`config.mk`:
```
export PLATFORM = sky130hd
export DESIGN_NAME = sav_ctrl
export DESIGN_NICKNAME = d
export VERILOG_FILES = /design/src/sv/sav_pkg.sv /design/src/sv/sav_ctrl.sv
export SDC_FILE = /design/constraint.sdc
export NUM_CORES = 1
export LEC_CHECK = 0
export BUFFER_PORTS_ARGS = -buffer_cell sky130_fd_sc_hd__buf_2
export CAP_MARGIN = 25
export CORE_ASPECT_RATIO = 0.5
export CORE_UTILIZATION = 36
export CTS_BUF_LIST = sky130_fd_sc_hd__clkbuf_4 sky130_fd_sc_hd__clkbuf_8 sky130_fd_sc_hd__clkbuf_16
export DETAILED_ROUTE_END_ITERATION = 7
export GPL_ROUTABILITY_DRIVEN = 0
export PLACE_DENSITY_LB_ADDON = 0.1
export SLEW_MARGIN = 20
export SYNTH_ARGS = -nofsm -noshare
export SYNTH_HDL_FRONTEND = slang
export SYNTH_SLANG_ARGS = --single-unit
```
`constraint.sdc`:
```
create_clock -name clk -period 4.3 [get_ports clk]
set_input_delay 0.86 -clock clk [delete_from_list [all_inputs] [get_ports clk]]
set_output_delay 0.86 -clock clk [all_outputs]
set_load 0.01 [all_outputs]
```
`src/sv/sav_pkg.sv`:
```
// shared constants, types and helpers for the six-axis moving average core
// no dependencies
package sav_pkg;

    localparam int MaxWindow   = 64;
    localparam int SampleBits  = 16;
    localparam int Axes        = 6;
    localparam int WindowBits  = 7;
    localparam int WindowReset = 10;
    localparam int SlotBits    = $clog2(MaxWindow);
    localparam int CountBits   = $clog2(MaxWindow + 1);
    localparam int SumBits     = SampleBits + $clog2(MaxWindow);
    localparam int StepBits    = $clog2(SumBits);

    typedef logic signed [SampleBits-1:0] sample_t;
    typedef logic signed [SumBits-1:0]    sum_t;

    typedef struct packed {
        logic                 clear;
        logic                 load;
        logic [SlotBits-1:0]  slot;
        logic                 accum;
        logic                 subtract;
        logic                 step;
        logic [CountBits-1:0] divisor;
    } lane_ctl_t;

    function automatic logic [CountBits-1:0] eff_window(input logic [WindowBits-1:0] wl);
        logic [CountBits-1:0] w;
        begin
            w = CountBits'(wl);
            if (wl == '0)
                w = CountBits'(1);
            else if (CountBits'(wl) > CountBits'(MaxWindow))
                w = CountBits'(MaxWindow);
            return w;
        end
    endfunction

endpackage

```
`src/sv/sav_ctrl.sv`:
```
// sequencer shared by all lanes: window register, fill count, ring slot, divide steps
// depends on sav_pkg
module sav_ctrl (
    input  logic                             clk,
    input  logic                             rst_n,
    input  logic                             in_valid,
    output logic                             in_ready,
    input  logic                             cfg_valid,
    output logic                             cfg_ready,
    input  logic [sav_pkg::WindowBits-1:0]   cfg_data,
    input  logic                             out_valid,
    input  logic                             out_ready,
    output logic                             publish,
    output sav_pkg::lane_ctl_t               ctl
);

    typedef enum logic [3:0] {
        ST_IDLE   = 4'b0001,
        ST_ACCUM  = 4'b0010,
        ST_DIVIDE = 4'b0100,
        ST_HOLD   = 4'b1000
    } state_t;

    state_t state_reg, state_next;

    logic [sav_pkg::WindowBits-1:0] window_reg, window_next;
    logic [sav_pkg::CountBits-1:0]  fill_reg, fill_next;
    logic [sav_pkg::SlotBits-1:0]   slot_reg, slot_next;
    logic                           sub_reg, sub_next;
    logic [sav_pkg::StepBits-1:0]   step_reg, step_next;

    logic                           cfg_fire;
    logic                           in_fire;
    logic [sav_pkg::CountBits-1:0]  win_len;
    logic [sav_pkg::CountBits-1:0]  slot_inc;

    // window writes only between samples, and they win over a new sample
    assign cfg_ready = (state_reg == ST_IDLE);
    assign cfg_fire  = cfg_valid & cfg_ready;
    assign in_ready  = (state_reg == ST_IDLE) & ~cfg_valid;
    assign in_fire   = in_valid & in_ready;
    assign win_len   = sav_pkg::eff_window(window_reg);
    assign slot_inc  = sav_pkg::CountBits'(slot_reg) + sav_pkg::CountBits'(1);
    assign publish   = (state_reg == ST_HOLD) & (~out_valid | out_ready);

    always_comb
    begin
        state_next  = state_reg;
        window_next = window_reg;
        fill_next   = fill_reg;
        slot_next   = slot_reg;
        sub_next    = sub_reg;
        step_next   = step_reg;

        if (cfg_fire)
        begin
            window_next = cfg_data;
            fill_next   = '0;
            slot_next   = '0;
        end
        else if (in_fire)
        begin
            sub_next = (fill_reg >= win_len);
            if (fill_reg < win_len)
                fill_next = fill_reg + sav_pkg::CountBits'(1);
            if (slot_inc >= win_len)
                slot_next = '0;
            else
                slot_next = slot_inc[sav_pkg::SlotBits-1:0];
        end

        unique case (state_reg)
            ST_IDLE:
            begin
                if (in_fire)
                    state_next = ST_ACCUM;
            end
            ST_ACCUM:
            begin
                step_next  = '0;
                state_next = ST_DIVIDE;
            end
            ST_DIVIDE:
            begin
                step_next = step_reg + sav_pkg::StepBits'(1);
                if (step_reg == sav_pkg::StepBits'(sav_pkg::SumBits - 1))
                    state_next = ST_HOLD;
            end
            ST_HOLD:
            begin
                if (publish)
                    state_next = ST_IDLE;
            end
            default:
            begin
                state_next = ST_IDLE;
            end
        endcase
    end

    always_ff @(posedge clk or negedge rst_n)
    begin
        if (!rst_n)
        begin
            state_reg  <= ST_IDLE;
            window_reg <= sav_pkg::WindowBits'(sav_pkg::WindowReset);
            fill_reg   <= '0;
            slot_reg   <= '0;
            sub_reg    <= 1'b0;
            step_reg   <= '0;
        end
        else
        begin
            state_reg  <= state_next;
            window_reg <= window_next;
            fill_reg   <= fill_next;
            slot_reg   <= slot_next;
            sub_reg    <= sub_next;
            step_reg   <= step_next;
        end
    end

    always_comb
    begin
        ctl.clear    = cfg_fire;
        ctl.load     = in_fire;
        ctl.slot     = slot_reg;
        ctl.accum    = (state_reg == ST_ACCUM);
        ctl.subtract = sub_reg;
        ctl.step     = (state_reg == ST_DIVIDE);
        ctl.divisor  = fill_reg;
    end

endmodule

```
# After elaboration in Yosys (flattened, before gate mapping)
# Index checks and enable logic that the tools add are counted.
# W data, S select, Z words.
totals:
  reg_bits: 30
  output_inout_bits: 21
op_classes:
  addsub: 3
  magnitude_cmp: 4
  eq_ne: 8
  n_mux: 13
  bitwise_logic: 8
  reduce_logical: 7
ops:
  columns: ["op", "n"]
  rows:
  - ["$mux W7", 5]
  - ["$mux W6", 3]
  - ["$pmux W4 S4", 1]
  - ["$ge A7 B7 Y1", 2]
  - ["$mux W4", 3]
  - ["$pmux W5 S2", 1]
  - ["$add A6 B1 Y7 const B", 1]
  - ["$add A7 B1 Y7 const B", 1]
  - ["$gt A7 B7 Y1 const B", 1]
  - ["$logic_not A7 Y1", 1]
  - ["$lt A7 B7 Y1", 1]
  - ["$reduce_bool A2 Y1", 3]
  - ["$add A5 B1 Y5 const B", 1]
  - ["$eq A5 B5 Y1 const B", 1]
  - ["$and A1 B1 Y1", 4]
  - ["$eq A4 B1 Y1 const B", 1]
  - ["$eq A4 B2 Y1 const B", 1]
  - ["$eq A4 B3 Y1 const B", 1]
  - ["$eq A4 B4 Y1 const B", 1]
  - ["$ne A2 B1 Y1 const B", 2]
  - ["$reduce_and A2 Y1", 2]
  - ["$not A1 Y1", 3]
  - ["$reduce_and A3 Y1", 1]
  - ["$ne A2 B2 Y1 const B", 1]
  - ["$or A1 B1 Y1", 1]

# Longest topological paths before layout
# Gate-level depths: netlist (run 1).
logic_depth:
  word_depth: 7
  depth_mapped: 8
  depth_no_buf: 8

# Worst setup path after synthesis (run 1)
# No wires, ideal clock.
synth_path:
  kind: "flip-flop to output port"
  start: "reg state_reg[0]"
  end: "out ctl[17] in the netlist's numbering"
  arrival_time_ns: 1.624
  slack_ns: 1.816
  path_stages_with_launch: 8
  path_cell_list: "dfstp_2 -> or4b_1 -> buf_6 -> clkinv_8 -> nand2_1 -> inv_1 -> buf_2 -> buf_4"
synth_via:
  elab_chain_len: 2
synth_rtl:
  columns: ["element", "line", "source"]
  rows:
  - ["start, declared", "sav_ctrl.sv:24", "state_t state_reg, state_next;"]
  - ["start signal, assigned", "sav_ctrl.sv:114", "state_reg <= state_next;"]
  - ["$eq A4 B1 Y1", "sav_ctrl.sv:38", "assign cfg_ready = (state_reg == ST_IDLE);"]
  - ["net cfg_ready", "sav_ctrl.sv:9", "output logic cfg_ready,"]
  - ["$and A1 B1 Y1", "sav_ctrl.sv:39", "assign cfg_fire = cfg_valid & cfg_ready;"]
  - ["end, declared", "sav_ctrl.sv:14", "output sav_pkg::lane_ctl_t ctl"]
# The timed path passes the listed nets, and every way through them passes these cells.

==> metrics.txt, run 1 <==
status finished clean; Net count, final 261; GRT Total Usage 0.1754; count leader, synth nand2_1; top_reg_cell synth dfrtp_1; Congestion Overflow GR 0; crit share post-route 0.7675; vias in the first global route 1423; DRC Markers 0; DP HPWL 3126 µm; Synth Net Count 227; drt initial violations 52; critical path arrival 2.44 ns; Area growth syn-to-layout 15.75%; share of cells above drive strength 1 0.2174; FF+latch count, synth 30; PD cells 537.7 mW/mm²; htree depth 2; post-synth top area cell dfrtp_1; Post-DRT Antenna Nets 0; Synth top cells by count 40 x nand2_1, 27 x dfrtp_1, 18 x ha_1; fillcell total 492; Post-CTS Setup Bufs 0; Highest Clock Rate 303.0 MHz; FF-to-FF setup slack 1.90 ns; Critical Path RT 3.44 ns; diode count 0; chip height 52.49 µm; initial antenna violation count 0; die width 103.0 µm; Max Cap Violations 0; Slew HR 0.4846; Ys Warns 0; RSZ-0062 raised after global routing false; sequential-to-total area share from yosys stat 0.4110; Longest Clk Path Bufs 2; clock sink total 30; first-pass GRT wire length 6920 µm; Post-synth EDFFs 0; synth unique cells 42; post-placement cell count 289; Die ar. 0.005405 mm²; Root Buffer clkbuf_8; clk_skew 0.005374 ns; Worst-path clk slew 0.06 ns; setup TNS 0 ns; crit path launch type flop; routed vias 1535; CTS tree done; Synth top area share 0.3681; largest net degree at the start of global routing 31; Reg area 754.5 µm²; static leakage power 1.076 nW; DRT Pass-1 Iters 4; core box area 0.004637 mm²; Rows 17; top cells by area, synth dfrtp_1 37%, ha_1 12%, nand2_1 8.2%; Final setup violation count 0; drt wl/cell 13.91 µm; pin slew with the least headroom to its limit 0.7650 ns; final hold vios 0; io pins 34; vias per cell 5.186; syn avg cell area 9.365 µm²; Routed WL 4118 µm; crit path kind flop to output pin; Final Non-Filler Cells 296; Syn Inst Count 196; Hold WC Path Type flop to flop; post-cts sizing count 0; fin crit period 3.300 ns; CTS buffer count 5; Clk Latency, worst-skew pair 0.27 ns; Slew Limit Fails 0; post-synthesis cell area 0.001836 mm²; worst-path maximum fanout 13; multi-input logic area 984.7 µm²; port buffer count 33; Critical Path End Type output pin; maximum VDD drop 0.2076 mV; Async SR Flop Fraction 1.000; cts hold-fix bufs 0; Initial Util 0.3958
==> cell type report <==
class                      instances  area share
multi-input combinational        149      0.4635
sequential                        30      0.3551
timing repair buffer              33     0.07774
clock buffer                       7     0.03946
tap                               66     0.03887
inverter                          11     0.02532
==> kinds of logic after synthesis <==
logic type	synth area share
AO/OA/AOI/OAI	0.1513
AND/OR/NAND/NOR	0.2263
XOR/XNOR	0.01432
flip-flops	0.4110
adder cells (fa/ha/maj)	0.1227
multiplexers	0.02181
buffers and inverters	0.05248
==> metal layers <==
metal  global-route usage  up-vias  share of wire
li1                     -      769              -
met1               0.2596      727           0.53
met2               0.2489       35           0.41
met3              0.04400        4          0.048
met4              0.05164        0          0.010
met5                    0        -              0
==> worst max-delay path, stage by stage (launching register included) <==
cell,delay [ns]
dfstp_2,0.54
or4b_1,0.64
clkinv_8,0.12
nand2_1,0.27
inv_1,0.39
buf_2,0.20
==> final timing paths <==
| kind | end | from | cells after the start |
|---|---|---|---|
| worst max-delay path | ctl[17] | state_reg[0]$_DFFE_PN1P_ | 5 |
| worst min-delay path | window_reg[3]$_DFFE_PN1P_ | window_reg[3]$_DFFE_PN1P_ | 2 |
| worst max register to register | fill_reg[3]$_DFFE_PN0P_ | window_reg[6]$_DFFE_PN0P_ | 7 |
| worst min register to register | window_reg[3]$_DFFE_PN1P_ | window_reg[3]$_DFFE_PN1P_ | 2 |
| max in group asynchronous | window_reg[5]$_DFFE_PN0P_ | rst_n | 1 |
| min in group asynchronous | slot_reg[2]$_DFFE_PN0P_ | rst_n | 1 |
==> cell usage in the layout (no fill, tap or decap), types with 4 or more instances in the layout <==
cell       n
ha_1      18
buf_2     33
clkbuf_8   5
a22o_1     4
o21ai_0   12
nand2_1   40
nand3_1    7
nand4_1    5
nand2b_1   6
a21oi_1    7
mux2i_1    4
nor2_1    11
dfrtp_1   27
inv_1      9
==> through the flow <==
step / hold WS (ns) / utilization / instance area [µm²] / total power, W / worst slack (ns)
finish: 0.4698 / 0.4582 / 2125 / 0.001142 / 0.9999
global route: 0.5015 / 0.4582 / 2125 / 0.001256 / 0.7797
CTS: 0.4742 / 0.4582 / 2125 / 0.001153 / 0.9696
detailed placement: 0.4638 / 0.4401 / 2041 / 0.0009255 / 1.258
global placement: 0.4702 / 0.4401 / 2041 / 0.0009045 / 1.345
floorplan: 0.4463 / - / 1836 / 0.0007933 / 1.816
==> where the power goes <==
group / leakage [nW] / total [W] / internal, W / switching, W
Sequential: 0.394 / 0.000431 / 0.000360 / 0.0000713
Combinational: 0.637 / 0.000489 / 0.000177 / 0.000312
Clock: 0.0452 / 0.000222 / 0.000124 / 0.0000983
Total: 1.08 / 0.00114 / 0.000661 / 0.000482
Power figures use the tool's default switching activity.
==> run 2: changes to the inputs <==
Clock period 4.3 ns to 2.94 ns, I/O delays scaled along.
==> run 2 against run 1 <==
Net effect: flip-flop and latch count did not move; clock power rose by 60%; clock skew fell by 0.0014 ns; setup slack got worse by 0.56 ns; die area did not move; first-iteration DRC count fell by 37%; critical path type unchanged.
==> metrics.txt, run 2 (synthesis results as in run 1) <==
status finished clean; fin crit period 2.504 ns; Critical Path End Type output pin; Rows 17 (unchanged); drt wl/cell 13.39 µm (-3.7%); Max Cap Violations 0 (unchanged); share of cells above drive strength 1 0.2275 (+0.01008); core box area 0.004637 mm² (unchanged); Final setup violation count 0 (unchanged); FF-to-FF setup slack 0.55 ns (-1.35 ns); Longest Clk Path Bufs 2 (unchanged); PD cells 788.1 mW/mm² (+47%); static leakage power 1.092 nW (+1.5%); slowest stage cell, crit path or4b_1; most common cell after layout, fill and taps aside nand2_1; most frequent cells in the layout 40 x nand2_1, 33 x buf_2, 27 x dfrtp_1, 18 x ha_1, 12 x o21ai_0; sequential share of power 0.370 (-0.008); Gate power share 0.420 (-0.008); sw power 0.0007032 W (+46%); largest net degree at the start of global routing 31 (unchanged); RSZ-0062 raised after global routing false; DP HPWL 3109 µm (-0.54%); crit path kind flop to output pin; drt initial violations 33 (-37%); Clk network pwr share 0.210 (+0.016); Worst-path clk slew 0.07 ns (about the same); Routed WL 4005 µm (-2.7%); chip height 52.49 µm (unchanged); DRC Markers 0 (unchanged); Slew HR 0.4840 (-0.0006400); pin slew with the least headroom to its limit 0.7659 ns (+0.0009500 ns); Max Used Layer met4; Post-DRT Antenna Nets 0 (unchanged); clk_skew 0.003962 ns (-0.001412 ns); routed vias 1510 (-1.6%); Int Pwr 0.0009917 W (+50%); DRT Pass-1 Iters 4 (unchanged); CTS buffer count 5 (unchanged); Congestion Overflow GR 0 (unchanged); cts hold-fix bufs 0 (unchanged); GRT Total Usage 0.1743 (-0.001149); vias per cell 5.050 (-2.6%); crit share post-route 0.8515; Die ar. 0.005405 mm² (unchanged); met1 WL 2171 µm (-0.73%); diode count 0 (unchanged); final hold vios 0 (unchanged); crit-path max cell delay 0.65 ns (about the same); critical-path cell list or4b_1 > clkinv_8 > nand2_1 > inv_1 > buf_2; Critical Path RT 2.35 ns (-1.09 ns); Area growth syn-to-layout 17.18%; io pins 34 (unchanged); CTS tree done; crit-path leading delay family simple AND/OR/NAND/NOR gates; met2 WL 1578 µm (-6.7%); setup TNS 0 ns (unchanged); Clk Latency, worst-skew pair 0.28 ns (about the same); maximum VDD drop 0.3453 mV (+66%); first-pass GRT wire length 6851 µm (-1.0%); crit path launch type flop; vias in the first global route 1411 (-0.84%); Root Buffer clkbuf_8; Net count, final 263 (+0.77%); switching share of power 0.4149 (-0.006639); Initial Util 0.3958 (unchanged); clock sink total 30 (unchanged); Highest Clock Rate 399.4 MHz; initial antenna violation count 0 (unchanged); Post-CTS Setup Bufs 0 (unchanged); port buffer count 33 (unchanged); worst-path maximum fanout 7 (-6); critical path arrival 1.92 ns (-0.52 ns); Slew Limit Fails 0 (unchanged); post-cts sizing count 0 (unchanged); Hold WC Path Type input pin to asynchronous set/reset pin; die width 103.0 µm (unchanged); CP Buf/Inv Count 3 (unchanged); smallest hold slack 0.3468 ns (-0.1230 ns); htree depth 2 (unchanged); DR WL met3 206 µm (+5.1%)
## run 2: layout make-up
cell class              instances  area [µm²]
clock buffers                   7       90.09
repair buffers                 35       180.2
multi-input cells             149       984.7
fillers                       479        2486
flip-flops and latches         30       754.5
clock inverters                 1       5.005
inverters                      11       53.80
well taps                      66       82.58
## run 2: through the flow
stage                     setup slack [ns]  instances  area, µm²  utilization  power (W)
after global routing                0.3063        299       2151       0.4638   0.001862
after global placement              0.6914        291       2056       0.4433   0.001333
after detailed placement            0.5783        291       2056       0.4433   0.001353
after floorplan                     0.7284        196       1836            -   0.001160
after CTS                           0.4097        299       2151       0.4638   0.001717
final                               0.4365        299       2151       0.4638   0.001695
## run 2: worst paths after layout
| kind | cells after the start | start | endpoint |
|---|---|---|---|
| hold reg to reg | 2 | window_reg[3]$_DFFE_PN1P_ | window_reg[3]$_DFFE_PN1P_ |
| min in group clk | 2 | window_reg[3]$_DFFE_PN1P_ | window_reg[3]$_DFFE_PN1P_ |
| setup / recovery | 5 | state_reg[0]$_DFFE_PN1P_ | ctl[17] |
| hold / removal | 1 | rst_n | step_reg[0]$_DFFE_PN0P_ |
| setup reg to reg | 7 | window_reg[6]$_DFFE_PN0P_ | fill_reg[3]$_DFFE_PN0P_ |
| max in group asynchronous | 1 | rst_n | fill_reg[1]$_DFFE_PN0P_ |
## run 2: power by group through the flow
| stage | Clock [W] | Combinational [W] | Sequential (W) |
|---|---|---|---|
| 6_report | 0.000356 | 0.000711 | 0.000627 |
| 5_1_grt | 0.000387 | 0.000830 | 0.000646 |
| 4_1_cts | 0.000365 | 0.000725 | 0.000627 |
| 3_5_place_dp | 0 | 0.000718 | 0.000635 |
| 3_3_place_gp | 0 | 0.000700 | 0.000633 |
| 2_1_floorplan | 0 | 0.000541 | 0.000619 |
## run 2: layer usage
metal	up-vias	global-route usage
met5	-	0
met1	706	0.2477
li1	772	-
met4	0	0.06103
met3	7	0.06000
met2	25	0.2422
==> run 3: changes to the inputs <==
Settings changed: CTS_CLUSTER_SIZE set to 10, RECOVER_POWER set to 50.
==> run 3 against run 2 <==
Net effect: the run now ends with max-capacitance violations, max-slew violations left; maximum frequency decreased by 0.23%; design area decreased by 0.52%; die area unchanged; non-clock buffer count unchanged; register-to-register slack about the same; critical path depth unchanged; sequential power about the same; highest routed layer unchanged.
==> metrics.txt, run 3 (synthesis results as in run 1) <==
failing checks max-capacitance violations, max-slew violations; Max Cap Violations 1 (+1); Final Non-Filler Cells 299 (unchanged); core box area 0.004637 mm² (unchanged); Die ar. 0.005405 mm² (unchanged); Net count, final 263 (unchanged); Clk network pwr share 0.211 (about the same); Placed Area 0.002056 mm² (unchanged); die width 103.0 µm (unchanged); crit share post-route 0.8535 (+0.001982); DRT Pass-1 Iters 4 (unchanged); critical path arrival 1.92 ns (about the same); switching share of power 0.4167 (+0.001824); maximum VDD drop 0.3443 mV (-0.28%); Slew Limit Fails 31 (+31); first-pass GRT wire length 6851 µm (unchanged); routed vias 1508 (-0.13%); total power 0.001690 W (-0.29%); drt wl/cell 13.42 µm (+0.20%); final hold vios 0 (unchanged); Root Buffer clkbuf_8; Slew HR -0.1122 (-0.5962); io pins 34 (unchanged); clk_skew 0.004249 ns (+0.0002868 ns); CTS tree done; cts hold-fix bufs 0 (unchanged); post-cts sizing count 0 (unchanged); Clk Latency, worst-skew pair 0.28 ns (about the same); clock sink total 30 (unchanged); vias per cell 5.043 (-0.13%); initial antenna violation count 0 (unchanged); largest net degree at the start of global routing 31 (unchanged); Post-DRT Antenna Nets 0 (unchanged); htree depth 2 (unchanged); Initial Util 0.3958 (unchanged); Gate power share 0.419 (about the same); sequential share of power 0.370 (about the same); diode count 0 (unchanged); worst-path maximum fanout 7 (unchanged); RSZ-0062 raised after global routing false; Rows 17 (unchanged); drt initial violations 37 (+12%); status complete, but fails checks; CTS buffer count 5 (unchanged); DRC Markers 0 (unchanged); port buffer count 33 (unchanged); Longest Clk Path Bufs 2 (unchanged); post-placement cell count 291 (unchanged); Int Pwr 0.0009858 W (-0.60%); Area growth syn-to-layout 16.56%; DP HPWL 3109 µm (unchanged); vias in the first global route 1411 (unchanged); setup TNS 0 ns (unchanged); Critical Path RT 2.35 ns (about the same); chip height 52.49 µm (unchanged); Hold WC Path Type flop to flop; static leakage power 1.055 nW (-3.4%); Congestion Overflow GR 0 (unchanged); pin slew with the least headroom to its limit 1.668 ns (+0.9024 ns); fin area 0.002140 mm² (-0.52%); share of cells above drive strength 1 0.1845 (-0.04292); Final setup violation count 0 (unchanged); Highest Clock Rate 398.5 MHz (-0.23%); sw power 0.0007043 W (+0.15%); Post-CTS Setup Bufs 0 (unchanged); Routed WL 4013 µm (+0.20%); GRT Total Usage 0.1743 (unchanged); crit path kind flop to output pin; most frequent cells in the layout 40 x nand2_1, 27 x dfrtp_1, 24 x buf_2, 18 x ha_1, 12 x o21ai_0; Worst-path clk slew 0.06 ns (about the same); most common cell after layout, fill and taps aside nand2_1; Critical Path End Type output pin; PD cells 789.9 mW/mm² (+0.24%); fin crit period 2.509 ns (+0.005827 ns); crit path launch type flop
==> run 3: changes by cell type in the layout (fill, tap and decap cells not counted), sizes merged <==
cell    before  now
buf         35   26
clkbuf       7   16
==> run 3: worst paths after layout <==
path | startpoint | end | slack (ns) | cells past startpoint
min reg2reg | window_reg[3]$_DFFE_PN1P_ | window_reg[3]$_DFFE_PN1P_ | 0.48 | 2
max reg2reg | window_reg[6]$_DFFE_PN0P_ | fill_reg[3]$_DFFE_PN0P_ | 0.55 | 7
min in group asynchronous | rst_n | step_reg[0]$_DFFE_PN0P_ | 0.73 | 1
max | state_reg[0]$_DFFE_PN1P_ | ctl[17] | 0.43 | 5
min | window_reg[3]$_DFFE_PN1P_ | window_reg[3]$_DFFE_PN1P_ | 0.48 | 2
max in group asynchronous | rst_n | fill_reg[1]$_DFFE_PN0P_ | 1.25 | 1
==> run 3: power by group through the flow <==
stage          clock network, W  logic, W  registers (W)
2_1_floorplan                 0  0.000541       0.000619
3_3_place_gp                  0  0.000700       0.000633
3_5_place_dp                  0  0.000718       0.000635
4_1_cts                0.000365  0.000725       0.000627
5_1_grt                0.000387  0.000826       0.000644
6_report               0.000357  0.000708       0.000626
==> run 3: final cells by class <==
class	count	area, µm²
clock buffer	7	90.09
clock inverter	1	5.005
fill	483	2497
inverter	11	53.80
multi-input combinational	149	984.7
sequential	30	754.5
tap	66	82.58
timing repair buffer	35	168.9
==> run 3: per-layer routing <==
| metal | GRT usage | part of all wire | vias up | wire [µm] |
|---|---|---|---|---|
| met3 | 0.06000 | 0.053 | 7 | 211 |
| met1 | 0.2477 | 0.54 | 704 | 2180 |
| met5 | 0 | 0 | - | 0 |
| met2 | 0.2422 | 0.39 | 25 | 1572 |
| met4 | 0.06103 | 0.012 | 0 | 48 |
| li1 | - | - | 772 | - |
==> run 3: worst max-delay path, stage by stage, from the launching register on <==
cell and delay [ns]:
dfstp_1 0.54, or4b_1 0.65, clkinv_8 0.12, nand2_1 0.11, inv_1 0.09, buf_2 0.13
==> run 3: per-stage QoR <==
stage	hold slack [ns]	worst slack (ns)	utilization
2_1_floorplan	0.2924	0.7284	-
3_3_place_gp	0.4671	0.6914	0.4433
3_5_place_dp	0.4688	0.5783	0.4433
4_1_cts	0.3792	0.4097	0.4638
5_1_grt	0.4993	0.2946	0.4614
6_report	0.4763	0.4306	0.4614
