--- config.mk ---
export PLATFORM = sky130hd
export DESIGN_NAME = sav_lane
export DESIGN_NICKNAME = d
export VERILOG_FILES = /design/src/sv/sav_pkg.sv /design/src/sv/sav_lane.sv
export SDC_FILE = /design/constraint.sdc
export NUM_CORES = 1
export LEC_CHECK = 0
export BUFFER_PORTS_ARGS = -buffer_cell sky130_fd_sc_hd__buf_2
export CORE_ASPECT_RATIO = 0.6
export CORE_UTILIZATION = 30
export CTS_CLUSTER_SIZE = 20
export DETAILED_ROUTE_END_ITERATION = 12
export PLACE_DENSITY = 0.56
export SLEW_MARGIN = 40
export SYNTH_ARGS = -nofsm -noshare
export SYNTH_HDL_FRONTEND = slang
export SYNTH_SLANG_ARGS = --single-unit
--- constraint.sdc ---
create_clock -name clk -period 9.8 [get_ports clk]
set_clock_uncertainty 0.1 [all_clocks]
set_input_delay 2.94 -clock clk [delete_from_list [all_inputs] [get_ports clk]]
set_output_delay 2.94 -clock clk [all_outputs]
set_load 0.005 [all_outputs]
--- src/sv/sav_pkg.sv ---
// shared constants, types and helpers for the six-axis moving average core
// no dependencies
package sav_pkg;

    localparam int MaxWindow   = 64;
    localparam int SampleBits  = 16;
    localparam int Axes        = 6;
    localparam int WindowBits  = 7;
    localparam int WindowReset = 10;
    localparam int SlotBits    = $clog2(MaxWindow);
    localparam int CountBits   = $clog2(MaxWindow + 1);
    localparam int SumBits     = SampleBits + $clog2(MaxWindow);
    localparam int StepBits    = $clog2(SumBits);

    typedef logic signed [SampleBits-1:0] sample_t;
    typedef logic signed [SumBits-1:0]    sum_t;

    typedef struct packed {
        logic                 clear;
        logic                 load;
        logic [SlotBits-1:0]  slot;
        logic                 accum;
        logic                 subtract;
        logic                 step;
        logic [CountBits-1:0] divisor;
    } lane_ctl_t;

    function automatic logic [CountBits-1:0] eff_window(input logic [WindowBits-1:0] wl);
        logic [CountBits-1:0] w;
        begin
            w = CountBits'(wl);
            if (wl == '0)
                w = CountBits'(1);
            else if (CountBits'(wl) > CountBits'(MaxWindow))
                w = CountBits'(MaxWindow);
            return w;
        end
    endfunction

endpackage

--- src/sv/sav_lane.sv ---
// one channel lane: history ring, running sum and serial restoring divider
// depends on sav_pkg
module sav_lane (
    input  logic                clk,
    input  logic                rst_n,
    input  sav_pkg::lane_ctl_t  ctl,
    input  sav_pkg::sample_t    sample,
    output sav_pkg::sample_t    mean
);

    sav_pkg::sample_t hist_mem [sav_pkg::MaxWindow];

    sav_pkg::sample_t old_reg;
    sav_pkg::sample_t sample_reg;
    sav_pkg::sum_t    sum_reg, sum_next;

    logic [sav_pkg::SumBits-1:0]   dq_reg, dq_next;
    logic [sav_pkg::CountBits-1:0] rem_reg, rem_next;
    logic                          neg_reg, neg_next;

    logic [sav_pkg::CountBits:0]   rem_shift;
    logic [sav_pkg::SumBits-1:0]   sum_mag;
    logic [sav_pkg::SumBits-1:0]   quo_signed;
    sav_pkg::sum_t                 sum_calc;

    // ring read with old data, write of the new sample
    always_ff @(posedge clk)
    begin
        if (ctl.load)
        begin
            old_reg           <= hist_mem[ctl.slot];
            hist_mem[ctl.slot] <= sample;
            sample_reg        <= sample;
        end
    end

    always_comb
    begin
        sum_calc = sum_reg + sav_pkg::SumBits'(sample_reg);
        if (ctl.subtract)
            sum_calc = sum_calc - sav_pkg::SumBits'(old_reg);
        sum_mag   = sum_calc[sav_pkg::SumBits-1] ? (~sum_calc + 1'b1) : sum_calc;
        rem_shift = {rem_reg, dq_reg[sav_pkg::SumBits-1]};

        sum_next = sum_reg;
        dq_next  = dq_reg;
        rem_next = rem_reg;
        neg_next = neg_reg;

        if (ctl.clear)
        begin
            sum_next = '0;
        end
        else if (ctl.accum)
        begin
            sum_next = sum_calc;
            dq_next  = sum_mag;
            rem_next = '0;
            neg_next = sum_calc[sav_pkg::SumBits-1];
        end
        else if (ctl.step)
        begin
            if (rem_shift >= {1'b0, ctl.divisor})
            begin
                rem_next = sav_pkg::CountBits'(rem_shift - {1'b0, ctl.divisor});
                dq_next  = {dq_reg[sav_pkg::SumBits-2:0], 1'b1};
            end
            else
            begin
                rem_next = sav_pkg::CountBits'(rem_shift);
                dq_next  = {dq_reg[sav_pkg::SumBits-2:0], 1'b0};
            end
        end
    end

    always_ff @(posedge clk or negedge rst_n)
    begin
        if (!rst_n)
            sum_reg <= '0;
        else
            sum_reg <= sum_next;
    end

    always_ff @(posedge clk)
    begin
        dq_reg  <= dq_next;
        rem_reg <= rem_next;
        neg_reg <= neg_next;
    end

    assign quo_signed = neg_reg ? (~dq_reg + 1'b1) : dq_reg;
    assign mean       = quo_signed[sav_pkg::SampleBits-1:0];

endmodule

[Yosys cells after proc, flatten, opt, wreduce, memory -nomap -nowiden]
Memories as Yosys holds them, arrays and structs flattened. A register that Yosys moved wholly into a read port is not among the register bits.
Index checks and enable logic that the tools add are counted.
Word-level totals
  memories: 1
  bits in writable memories: 1024
  register bits after elaboration: 68
  output and inout port bits: 16
Operators by class
  bitwise operators: 3
  add/subtract/negate cells: 5
  multiplexer cells: 12
  $lt $le $gt $ge: 1
  reductions and logical operators: 4
Memory list
  hist_mem: depth 64, bits a word 16, read ports 1, clocked after Yosys merged registers in 1, wr ports 1, RTL line sav_lane.sv:11  | sav_pkg::sample_t hist_mem [sav_pkg::MaxWindow];
Operator list (count)
  22-bit two-way mux: 6
  22-bit by 1-bit adder with 22-bit output, second input constant: 1
  22-bit by 16-bit adder with 22-bit output: 1
  22-bit NOT: 1
  22-bit by 16-bit subtractor with 22-bit output: 1
  16-bit by 1-bit adder with 16-bit output, second input constant: 1
  16-bit two-way mux: 1
  16-bit NOT: 1
  7-bit two-way mux: 2
  8-bit by 7-bit >= comparator with 1-bit output: 1
  7-bit subtractor: 1
  2-bit AND reduction: 2
  2-bit nonzero test: 2
  1-bit two-way mux: 3
  1-bit NOT: 1

[Longest topological paths before layout]
Gate-level depths: netlist (run 1).
  depth in word-level cells: 7
  mapped depth: 21
  mapped depth without buffers: 20

[Least setup slack after synthesis (run 1)]
Ideal clock, no wire load.
  path kind: input -> register
  start point: input ctl[11] in the netlist's numbering
  end point: memory hist_mem[12][0] in the netlist's numbering (enable)
  arrival time: 5.261 ns
  setup time: 0.388 ns
  slack: 4.050 ns
  stages: 7
  required time: 9.312 ns
  buffers on the path: 4
  path through: clkbuf_1 nor3b_1 clkbuf_1 clkbuf_1 buf_1 nand2_1 nor2_1
RTL lines
  from (decl): RTL line sav_lane.sv:6  | input sav_pkg::lane_ctl_t ctl,
  to (decl): RTL line sav_lane.sv:11
Straight into the memory's write port.

[Worst setup path after layout (run 1)]
  start point: input ctl[8] in the netlist's numbering
  end point: register dq_reg[20] in the netlist's numbering, data pin
On the way
  cells in the longest elaborated chain, start to end: 5
Ends and longest elaborated chain
  22-bit two-way mux *: RTL line sav_lane.sv:40  | if (ctl.subtract)
  22-bit NOT: RTL line sav_lane.sv:42  | sum_mag = sum_calc[sav_pkg::SumBits-1] ? (~sum_calc + 1'b1) : sum_calc;
  22-bit by 1-bit adder with 22-bit output: RTL line sav_lane.sv:42
  22-bit two-way mux *: RTL line sav_lane.sv:42
  22-bit two-way mux *: RTL line sav_lane.sv:54  | else if (ctl.accum)
  to (signal assigned): RTL line sav_lane.sv:86  | dq_reg <= dq_next;
  to (decl): RTL line sav_lane.sv:17  | logic [sav_pkg::SumBits-1:0] dq_reg, dq_next;
Every way passes the cells marked *; elsewhere a longest branch is shown, timed or not.
A chain may end at the register's enable or synchronous reset.

==> metrics.csv, run 1 <==
stage,metric,value,unit
run_status,outcome,"finished, final reports clean",
logic_synthesis,synth_edf_count,1086,
worst_setup_path,max_stage_delay,0.65,ns
power,power,11.3,mW
floorplan,die_h,300,um
worst_setup_path,start_kind,primary input,
logic_synthesis,avgSynthCellArea,15.8,sq um
worst_setup_path,startpoint,ctl[8],
worst_setup_path,ff2ff_path_depth,20,
worst_setup_path,regToRegStartpoint,sum_reg[0]$_DFFE_PN0P_,
worst_setup_path,slowest_stage,nor4_1,
logic_synthesis,netlist_area,44400,sq um
worst_setup_path,rr_endpoint,dq_reg[11]$_DFFE_PP_,
floorplan,chipWidth,498,um
logic_synthesis,synth_top_area_cell,edfxtp_1,
grt,grt_pass1_vias,25300,
power,ir_drop,171,uV
drt,via_count,26800,
cells_and_area,fillers,13900,
worst_setup_path,critPathMaxFanout,48,
worst_setup_path,cp_cell_sequence,buf_2 > buf_4 > inv_2 > mux2i_1 > ha_1 > nand2_1 > a2111oi_2 > o2111ai_1 > nor4_1 > o2111ai_1 > o311ai_1 > nand4_1,
sta,fin_crit_sh,65.2,%
drt,drt-pass1-iter-count,5,
worst_setup_path,crit_top_cell,o2111ai_1,
drt,wirelength,129,mm
clock_network,cts_buffer_depth,3,
logic_synthesis,yosys.area.top_type_share,73.5,%
cells_and_area,final_area,50700,sq um
grt,grt_max_degree,87,
run,drv_cap,0,
floorplan,io_pins,52,
sta,period_needed,6.39,ns
sta,slew_headroom,40.5,%
floorplan,rows,108,
logic_synthesis,syn_nets,2901,
place,portBuffers,51,
drt,ant_nets,0,
worst_setup_path,required,10.15,ns
clock_network,clkSlewWorstSetupHoldPaths,0.07,ns
cells_and_area,layout-drive-gt1-share,13.1,%
worst_setup_path,critPathTopFamily,compound AO/OA/AOI/OAI gates,
place,place_congestion,0.838,
worst_setup_path,end_kind,register,
logic_synthesis,synth.distinct_cells,88,
sta,fin_setup_tns,0,ns
clock_network,clk_latency,0.72,ns
clock_network,ctsResizeCount,0,
cells_and_area,fin_nets,2986,
clock_network,post_cts_buffers,0,
worst_setup_path,path_buf_inv,3,
sta,slew_violations,0,
grt,grt_overflow,0,
floorplan,start_util,30.5,%
grt,antenna_found_initial,6,
drt,via_per_inst,5.46,
worst_setup_path,r2r_slack,3.76,ns
drt,drc,0,
sta,setup_violations,0,
drt,wl_per_cell,26.3,um
cells_and_area,multi_input_area,10600,sq um
cells_and_area,seqCellArea,33200,sq um
logic_synthesis,synthFlopType,edfxtp_1,
power,power.density,223,nW/um^2
logic_synthesis,synthCells,2811,
floorplan,dieArea,149000,sq um
cells_and_area,largest_register_ffs,1024,
clock_network,htreeDepth,3,
grt,track_usage,16.9,%
logic_synthesis,synthTopCellsByArea,"edfxtp_1 74%, a22oi_1 5.6%, a221oi_1 1.9%",
sta,fmax,156,MHz
logic_synthesis,synthArstFlopShare,1.99,%
clock_network,cts_hold_buf,0,
worst_setup_path,critical_path.endpoint,dq_reg[20]$_DFFE_PP_,
clock_network,cts-root-buf,clkbuf_16,
sta,tightest_slew,0.892,ns
logic_synthesis,seq_area_frac_synth,74.8,%
grt,grt_pass1_wl,185,mm
worst_setup_path,crit_arrival,6.74,ns
logic_synthesis,ys_ff_latch,1108,
sta,rsz0062_at_grt,no,
worst_setup_path,worstSetupPathDepth,12,
power,p_leak,15.8,nW
min_path,min_path_type,register to register,
clock_network,cts_made_buffers,100,
sta,finalHoldViolCount,0,
worst_setup_path,crit_type,primary input to register,
clock_network,cts.sinks,1108,
clock_network,cts_tree,built,
cells_and_area,area_growth,14.3,%
drt,drtIter0Drc,3332,
place,placed_cell_area,47400,sq um
floorplan,core_area,146000,sq um
logic_synthesis,yosys_warnings,0,
place,hpwl,75.7,mm
-- Yosys cell counts, types with 14 or more instances --
library cell,instances
clkbuf_1,115
edfxtp_1,1086
nor3_1,24
nand4_1,49
a221oi_1,94
nand2_1,101
nand2b_1,15
a21oi_1,107
o21ai_0,30
a22o_1,94
dfrtp_1,22
xnor2_1,34
nand3_1,40
a31oi_1,94
and3_1,15
nor2_1,145
nor4_1,15
ha_1,51
inv_1,38
and2_1,14
a211oi_1,26
a22oi_1,328
buf_1,46
-- layout make-up --
cell class              count  area share, %
inverters                  40          0.296
repair buffers            156           2.25
multi-input cells        1490           21.0
flip-flops and latches   1108           65.4
well taps                1925           4.75
clock buffers             123           5.15
clock inverters            62           1.21
diodes                      1        0.00493
-- power breakdown --
group	total, mW	internal, mW	switching (mW)
Sequential	5.41	5.33	0.0735
Combinational	1.98	0.713	1.26
Clock	3.94	2.15	1.79
Total	11.3	8.19	3.13
-- layer usage --
metal | up-vias | GRT usage [%] | routed length, um
met2 | 1056 | 23.8 | 53700
met4 | 2 | 3.55 | 2230
li1 | 11700 | - | -
met5 | - | 0 | 11
met1 | 13900 | 25.0 | 59700
met3 | 133 | 5.70 | 13200
-- kinds of logic (layout without fill, tap and decap cells) --
logic type | Yosys count | in the layout | synth area share [%]
AO/OA/AOI/OAI | 885 | 885 | 14.9
XOR/XNOR | 41 | 41 | 0.841
adder cells (fa/ha/maj) | 54 | 54 | 1.57
buffers and inverters | 213 | 381 | 1.88
flip-flops | 1108 | 1108 | 74.8
multiplexers | 19 | 19 | 0.446
other | 0 | 1 | 0
AND/OR/NAND/NOR | 491 | 491 | 5.62
-- worst reg2reg max path, stage by stage (launching register included) --
cell and delay, ns:
dfrtp_1 0.36, ha_1 0.19, inv_1 0.07, fa_1 0.41, nand2b_1 0.24, a21oi_1 0.45
o211ai_2 0.26, and3_1 0.30, o21ai_0 0.20, xor2_1 0.18, ha_1 0.31, a21oi_1 0.15
o21ai_0 0.24, a2111o_1 0.45, o221ai_1 0.19, mux2i_1 0.32, xnor3_1 0.36, buf_4 0.22
inv_2 0.38, a21oi_1 0.14, a211o_1 0.28
-- stage by stage --
step | hold slack, ns | worst slack (ns) | std cells | util, %
floorplan | 0.390 | 4.05 | 2811 | -
global placement | 0.413 | 2.79 | 4715 | 32.4
detailed placement | 0.423 | 2.74 | 4716 | 32.5
CTS | 0.438 | 3.40 | 4901 | 34.8
global route | 0.467 | 3.13 | 4905 | 34.8
finish | 0.432 | 3.41 | 4905 | 34.8
-- cell usage in the layout, fill, tap and decap left out, types with 7 or more instances in the layout --
master | netlist | final
o211ai_1 | 7 | 7
dfrtp_1 | 22 | 22
a22o_1 | 94 | 94
bufinv_16 | 0 | 9
clkinv_1 | 0 | 21
nand2b_1 | 15 | 15
nor4_1 | 15 | 10
nand3_1 | 40 | 40
nand2_1 | 101 | 101
clkinv_2 | 0 | 17
a211oi_1 | 26 | 26
clkbuf_1 | 115 | 22
nand4_1 | 49 | 49
buf_2 | 7 | 52
nor2b_1 | 13 | 13
o31ai_1 | 13 | 13
a21oi_1 | 107 | 107
edfxtp_1 | 1086 | 1086
xnor2_1 | 34 | 34
or2_2 | 7 | 7
inv_1 | 38 | 38
nor2_1 | 145 | 119
o21ai_1 | 9 | 9
and2_1 | 14 | 13
nor2_2 | 0 | 9
clkbuf_16 | 0 | 101
a31oi_1 | 94 | 91
nor3_1 | 24 | 22
a221oi_1 | 94 | 94
mux2i_1 | 13 | 13
ha_1 | 51 | 51
a211o_1 | 9 | 9
a22oi_1 | 328 | 328
and3_1 | 15 | 10
a21o_1 | 12 | 12
nor2_4 | 0 | 17
o21ai_0 | 30 | 30
buf_4 | 2 | 95
-- how the worst min path moves through the flow --
| stage | cells past startpoint | to | from | slack, ns |
|---|---|---|---|---|
| after floorplan | 2 | sum_reg[16]$_DFFE_PN0P_ | sum_reg[16]$_DFFE_PN0P_ | 0.39 |
| after global placement | 2 | sum_reg[16]$_DFFE_PN0P_ | sum_reg[16]$_DFFE_PN0P_ | 0.41 |
| after detailed placement | 2 | dq_reg[19]$_DFFE_PP_ | dq_reg[18]$_DFFE_PP_ | 0.42 |
| after CTS | 2 | dq_reg[19]$_DFFE_PP_ | dq_reg[18]$_DFFE_PP_ | 0.44 |
| after global routing | 2 | dq_reg[19]$_DFFE_PP_ | dq_reg[18]$_DFFE_PP_ | 0.47 |
| final | 2 | sum_reg[14]$_DFFE_PN0P_ | sum_reg[14]$_DFFE_PN0P_ | 0.43 |
Note: power is estimated with default switching activity, not from simulation.
==> run 2, diff against run 1 <==
==> constraint.sdc (replaced) <==
create_clock -name clk -period 6.4 [get_ports clk]
set_clock_uncertainty 0.1 [all_clocks]
set_input_delay 1.92 -clock clk [delete_from_list [all_inputs] [get_ports clk]]
set_output_delay 1.92 -clock clk [all_outputs]
set_load 0.005 [all_outputs]
==> run 2 against run 1 <==
  * Non-clock buffer count grew 45
  * Largest cell class unchanged
  * Via count rose by 1.0%
  * Combinational power is 55% higher
  * Worst setup slack worse by 2.9 ns
  * Total power rose by 54%
  * Die area unchanged
  * Largest power group unchanged
  * Global-route usage grew 0.21 points
  * Critical endpoint is now dq_reg[13]$_DFFE_PP_
  * Critical path depth rose by 7
  * Sequential share of layout area fell by 0.44 points
  * Sequential power increased by 53%
  * Highest routed layer unchanged
  * First-iteration DRC count is 5.0% higher
  * Flip-flop and latch count unchanged
==> metrics.csv, run 2 (synthesis results as in run 1) <==
stage,metric,value,unit
worst_setup_path,slowest_stage,a21oi_1,
place,hpwl,79.5,mm
drt,via_per_inst,5.46,
cells_and_area,largest_register_ffs,1024,
cells_and_area,final_cell_mix,"1086 x edfxtp_1, 328 x a22oi_1, 139 x buf_4",
sta,slew_headroom,39.2,%
drt,drc,0,
worst_setup_path,crit_top_cell,a21oi_1,
drt,drtIter0Drc,3499,
cells_and_area,seqCellArea,33200,sq um
grt,grt_overflow,0,
floorplan,io_pins,52,
grt,antenna_found_initial,6,
clock_network,post_cts_buffers,0,
cells_and_area,layout.cells.most_common,edfxtp_1,
worst_setup_path,crit_arrival,6.22,ns
cells_and_area,fin_nets,3035,
grt,grt_pass1_wl,187,mm
floorplan,chipWidth,498,um
cells_and_area,fillers,13800,
run,drv_cap,0,
grt,grt_max_degree,66,
floorplan,start_util,30.5,%
drt,wirelength,130,mm
clock_network,cts_tree,built,
worst_setup_path,critPathMaxFanout,24,
drt,via_count,27100,
drt,wl_per_cell,26.3,um
power,p_leak,16.1,nW
clock_network,cts.sinks,1108,
worst_setup_path,end_kind,register,
cells_and_area,area_growth,15.1,%
run_status,outcome,"finished, final reports clean",
floorplan,core_area,146000,sq um
worst_setup_path,cp_cell_sequence,ha_1 > inv_1 > fa_1 > nand2b_1 > a21oi_1 > o211ai_2 > and3_1 > o21ai_0 > xor2_1 > ha_1 > a21oi_1 > o21ai_0 > a2111o_1 > o221ai_1 > mux2i_1 > xnor3_1 > inv_2 > a21oi_1 > a211o_1,
power,power.density,341,nW/um^2
power,ir_drop,240,uV
clock_network,clkSlewWorstSetupHoldPaths,0.06,ns
sta,fin_crit_sh,91.3,%
drt,ant_nets,0,
clock_network,cts-root-buf,clkbuf_16,
worst_setup_path,critPathTopFamily,compound AO/OA/AOI/OAI gates,
floorplan,dieArea,149000,sq um
cells_and_area,multi_input_area,10500,sq um
clock_network,cts_hold_buf,0,
worst_setup_path,start_kind,register,
sta,finalHoldViolCount,0,
cells_and_area,layout-drive-gt1-share,14.1,%
clock_network,clk_latency,0.72,ns
worst_setup_path,max_stage_delay,0.48,ns
place,portBuffers,51,
drt,drt-pass1-iter-count,5,
grt,grt_pass1_vias,25400,
sta,rsz0062_at_grt,no,
power,power,17.4,mW
clock_network,ctsResizeCount,0,
worst_setup_path,path_buf_inv,2,
min_path,min_path_type,register to register,
floorplan,die_h,300,um
sta,slew_violations,0,
sta,fmax,171,MHz
sta,setup_violations,0,
clock_network,cts_buffer_depth,3,
grt,track_usage,17.1,%
sta,fin_setup_tns,0,ns
sta,tightest_slew,0.912,ns
sta,worst_hold_slack,0.440,ns
sta,period_needed,5.84,ns
clock_network,htreeDepth,3,
place,place_congestion,0.831,
worst_setup_path,required,6.77,ns
clock_network,cts_made_buffers,104,
worst_setup_path,crit_type,register to register,
floorplan,rows,108,
## run 2: cell count changes in the layout (fill, tap and decap cells not counted), sizes merged
| cell | previous run | this run |
|---|---|---|
| clkinvlp | 4 | 3 |
| bufinv | 9 | 7 |
| clkinv | 42 | 53 |
| clkbuf | 123 | 127 |
| inv | 47 | 44 |
| buf | 156 | 201 |
## run 2: final timing paths
check	start	endpoint	slack, ns	cells after the start
hold reg to reg	sum_reg[2]$_DFFE_PN0P_	sum_reg[2]$_DFFE_PN0P_	0.44	2
min in group asynchronous	rst_n	sum_reg[17]$_DFFE_PN0P_	1.14	1
setup reg to reg	sum_reg[0]$_DFFE_PN0P_	dq_reg[13]$_DFFE_PP_	0.56	19
max in group asynchronous	rst_n	sum_reg[3]$_DFFE_PN0P_	4.57	1
setup / recovery	sum_reg[0]$_DFFE_PN0P_	dq_reg[13]$_DFFE_PP_	0.56	19
hold / removal	sum_reg[2]$_DFFE_PN0P_	sum_reg[2]$_DFFE_PN0P_	0.44	2
## run 2: tightest hold or removal path: stages, from the launching register on
cell and delay (ns):
dfrtp_1 0.38, nand2_1 0.07, a21oi_1 0.05
## run 2: layout make-up
class / count / area share [%]
clock inverter: 67 / 1.23
antenna: 1 / 0.00490
clock buffer: 127 / 5.27
tap: 1925 / 4.72
timing repair buffer: 201 / 2.96
sequential: 1108 / 64.9
inverter: 40 / 0.294
multi-input combinational: 1490 / 20.6
## run 2: where the power goes
group,internal [mW],leakage (nW),switching [mW],total [mW]
sequential,8.17,10.1,0.106,8.27
clock,3.30,1.61,2.79,6.09
combinational,1.11,4.34,1.94,3.06
total,12.6,16.1,4.84,17.4
## run 2: routing by layer
layer | vias up | global-route usage (%) | part of all wire (%)
li1 | 11800 | - | -
met1 | 13900 | 25.7 | 47
met4 | 2 | 3.82 | 1.9
met2 | 1160 | 23.9 | 41
met5 | - | 0 | 0.0061
met3 | 139 | 5.25 | 10
## run 2: through the flow
step                      instances  util, %  setup WS, ns  instance area [sq um]
after floorplan                2811        -          1.55                  44400
after global placement         4761     32.7         0.684                  47600
after detailed placement       4762     32.7         0.627                  47700
after CTS                      4956     35.0         0.610                  51000
after global routing           4959     35.1         0.139                  51100
final                          4959     35.1         0.555                  51100
==> run 3, diff against run 2 <==
--- a/config.mk
+++ b/config.mk
@@ -5,12 +5,15 @@
 export SDC_FILE = /design/constraint.sdc
 export NUM_CORES = 1
 export LEC_CHECK = 0
+export ABC_AREA = 1
 export BUFFER_PORTS_ARGS = -buffer_cell sky130_fd_sc_hd__buf_2
+export CELL_PAD_IN_SITES_DETAIL_PLACEMENT = 1
+export CELL_PAD_IN_SITES_GLOBAL_PLACEMENT = 1
 export CORE_ASPECT_RATIO = 0.6
 export CORE_UTILIZATION = 30
 export CTS_CLUSTER_SIZE = 20
 export DETAILED_ROUTE_END_ITERATION = 12
-export PLACE_DENSITY = 0.56
+export PLACE_DENSITY = 0.62
 export SLEW_MARGIN = 40
 export SYNTH_ARGS = -nofsm -noshare
 export SYNTH_HDL_FRONTEND = slang
==> run 3 against run 2 <==
  * Worst setup slack better by 0.70 ns
  * Sequential share of layout area is 1.2 points lower
  * Critical path depth is 10 lower
  * Synthesized area is 1.9% higher
  * Flip-flop and latch count stayed put
  * Count of clock-buffer cells in the layout is 1 lower
  * Hold slack worse by 0.015 ns
  * Die area is 1.9% higher
  * Synthesized cell count is 22% higher
  * Non-clock buffer count is 23 lower
  * Sequential power is 0.7% lower
  * Largest cell class unchanged
  * Highest routed layer unchanged
==> metrics.csv, run 3 <==
stage,metric,value,unit
run_status,outcome,"finished, final reports clean",
logic_synthesis,syn_nets,3533,
clock_network,clk_latency,0.74,ns
power,power,17.2,mW
sta,slew_headroom,41.0,%
floorplan,die_h,303,um
clock_network,cts_hold_buf,0,
drt,via_per_inst,5.31,
sta,finalHoldViolCount,0,
logic_synthesis,synth_top_family_by_area,simple AND/OR/NAND/NOR gates,
floorplan,io_pins,52,
worst_setup_path,rr_endpoint,dq_reg[1]$_DFFE_PP_,
power,power.density,330,nW/um^2
worst_setup_path,r2r_slack,1.65,ns
logic_synthesis,synth.distinct_cells,49,
cells_and_area,fin_util,35.1,%
floorplan,core_area,148000,sq um
cells_and_area,final_cells,5663,
floorplan,chipWidth,503,um
logic_synthesis,yosys_warnings,0,
power,p_leak,18.0,nW
grt,track_usage,19.8,%
sta,fin_crit_sh,80.4,%
drt,drt-pass1-iter-count,5,
drt,drc,0,
grt,antenna_found_initial,8,
power,ir_drop,195,uV
power,p_int,12.3,mW
sta,tightest_slew,0.886,ns
logic_synthesis,yosysMostFrequentCell,edfxtp_1,
run,drv_cap,0,
drt,wl_per_cell,26.7,um
grt,grt_pass1_vias,29400,
place,hpwl,97.9,mm
logic_synthesis,yosys.area.top_type_share,72.1,%
clock_network,cts_buffer_depth,3,
drt,wirelength,151,mm
logic_synthesis,synth_common_cells,"1086 x edfxtp_1, 827 x nand2_1, 217 x inv_1",
place,portBuffers,51,
drt,ant_nets,0,
floorplan,rows,109,
logic_synthesis,avgSynthCellArea,13.1,sq um
logic_synthesis,synth-adder-area-share,1.54,%
grt,grt_max_degree,66,
logic_synthesis,synthCells,3443,
drt,via_count,30100,
cells_and_area,layout-drive-gt1-share,11.0,%
logic_synthesis,netlist_area,45200,sq um
cells_and_area,final_cell_mix,"1086 x edfxtp_1, 827 x nand2_1, 217 x inv_1",
floorplan,start_util,30.5,%
min_path,min_path_type,register to register,
power,seqPwrFrac,47.9,%
power,p_clk_share,36.4,%
clock_network,htreeDepth,3,
place,place_congestion,0.854,
logic_synthesis,synthArstFlopShare,1.99,%
cells_and_area,area_growth,15.1,%
clock_network,cts_made_buffers,101,
grt,grt_overflow,0,
logic_synthesis,seq_area_frac_synth,73.4,%
sta,rsz0062_at_grt,no,
logic_synthesis,synth_top_area_cell,edfxtp_1,
min_path,min_to,dq_reg[17]$_DFFE_PP_,
worst_setup_path,start_kind,register,
drt,drtIter0Drc,3903,
clock_network,clkSlewWorstSetupHoldPaths,0.07,ns
logic_synthesis,synth_compound_area_share,8.29,%
min_path,whs_path_depth,2,
worst_setup_path,end_kind,primary output,
logic_synthesis,ys_ff_latch,1108,
grt,grt_pass1_wl,217,mm
worst_setup_path,regToRegStartpoint,sum_reg[0]$_DFFE_PN0P_,
sta,period_needed,5.14,ns
logic_synthesis,synth_mux_area_share,0,%
sta,fin_setup_tns,0,ns
power,p_switching,4.86,mW
clock_network,cts.sinks,1108,
power,switching_share,28.4,%
sta,setup_violations,0,
cells_and_area,layout.cells.most_common,edfxtp_1,
place,dp_cells,5472,
worst_setup_path,crit_arrival,3.12,ns
logic_synthesis,synth_edf_count,1086,
min_path,hold_start,dq_reg[16]$_DFFE_PP_,
worst_setup_path,critPathMaxFanout,3,
worst_setup_path,required,4.38,ns
power,combPwrFrac,15.7,%
sta,slew_violations,0,
clock_network,cts-root-buf,clkbuf_16,
logic_synthesis,synthFlopType,edfxtp_1,
clock_network,ctsResizeCount,0,
worst_setup_path,ff2ff_path_depth,26,
cells_and_area,fin_nets,3672,
cells_and_area,largest_register_ffs,1024,
worst_setup_path,crit_type,register to primary output,
logic_synthesis,synthTopCellsByArea,"edfxtp_1 72%, nand2_1 6.9%, a22oi_1 3.0%",
clock_network,post_cts_buffers,0,
clock_network,cts_tree,built,
logic_synthesis,yosys.area_share.xor_xnor,0.543,%
floorplan,dieArea,152000,sq um
sta,fmax,194,MHz
logic_synthesis,synth_simple_gate_area_share,13.0,%
==> run 3: cell count changes in the layout (fill, tap and decap cells not counted), sizes merged, moves of 27 or more <==
cell    delta
a22oi    -150
a21oi     -33
nand4     +92
a211oi    -27
nand3    +131
o21ai     +33
nand2    +735
a31oi     -87
inv      +194
xnor2     -29
==> run 3: final cells by class <==
| class | count | area [sq um] |
|---|---|---|
| well taps | 1998 | 2500 |
| repair buffers | 178 | 1410 |
| inverters | 236 | 911 |
| multi-input cells | 1957 | 10700 |
| fillers | 15800 | 96300 |
| clock buffers | 126 | 2640 |
| diodes | 1 | 2.50 |
| clock inverters | 59 | 692 |
| flip-flops and latches | 1108 | 33200 |
==> run 3: logic make-up after synthesis <==
| family | count (synthesis) |
|---|---|
| DFF | 1108 |
| and+or+nand+nor | 1356 |
| buffers and inverters | 378 |
| xor gates and xnor gates | 28 |
| adders and majority gates | 54 |
| AOI/OAI and AO/OA | 519 |
==> run 3: worst max-delay path: stages, from the launching register on <==
cell	delay, ns
edfxtp_1	0.41
inv_1	0.09
ha_1	0.15
inv_1	0.07
nor4_1	0.46
inv_1	0.14
nor4_1	0.48
a41oi_1	0.26
xor2_1	0.19
buf_2	0.13
==> run 3: worst max path at each step <==
| stage | from | endpoint | slack, ns | cells after the start |
|---|---|---|---|---|
| floorplan | ctl[14] | hist_mem[40][0]$_DFFE_PP_ | 1.93 | 4 |
| global placement | ctl[12] | old_reg[5]$_DFFE_PP_ | 0.87 | 11 |
| detailed placement | ctl[12] | old_reg[5]$_DFFE_PP_ | 0.84 | 11 |
| CTS | dq_reg[0]$_DFFE_PP_ | mean[14] | 1.23 | 9 |
| global route | dq_reg[0]$_DFFE_PP_ | mean[14] | 0.99 | 9 |
| finish | dq_reg[0]$_DFFE_PP_ | mean[14] | 1.26 | 9 |
==> run 3: power groups by stage <==
stage	Clock (mW)	Combinational (mW)	Sequential [mW]
after floorplan	0	1.70	8.33
after global placement	0	2.60	8.37
after detailed placement	0	2.65	8.37
after CTS	6.35	2.67	8.21
after global routing	6.58	3.00	8.22
final	6.25	2.69	8.21
==> run 3: per-layer routing <==
layer  routed length (um)  part of all wire (%)  vias up  GRT usage [%]
li1                     -                     -    13000              -
met1                73900                    49    15600           31.6
met2                60700                    40     1262           26.9
met3                14500                   9.6      150           4.51
met4                 2380                   1.6        2           3.88
met5                   19                 0.013        -              0
==> run 3: per-stage QoR <==
stage          area (sq um)  hold WS, ns  setup WS (ns)
3_5_place_dp          48600        0.410          0.837
2_1_floorplan         45200        0.384           1.93
6_report              52000        0.425           1.26
4_1_cts               51900        0.427           1.23
3_3_place_gp          48500        0.403          0.873
5_1_grt               52000        0.454          0.987
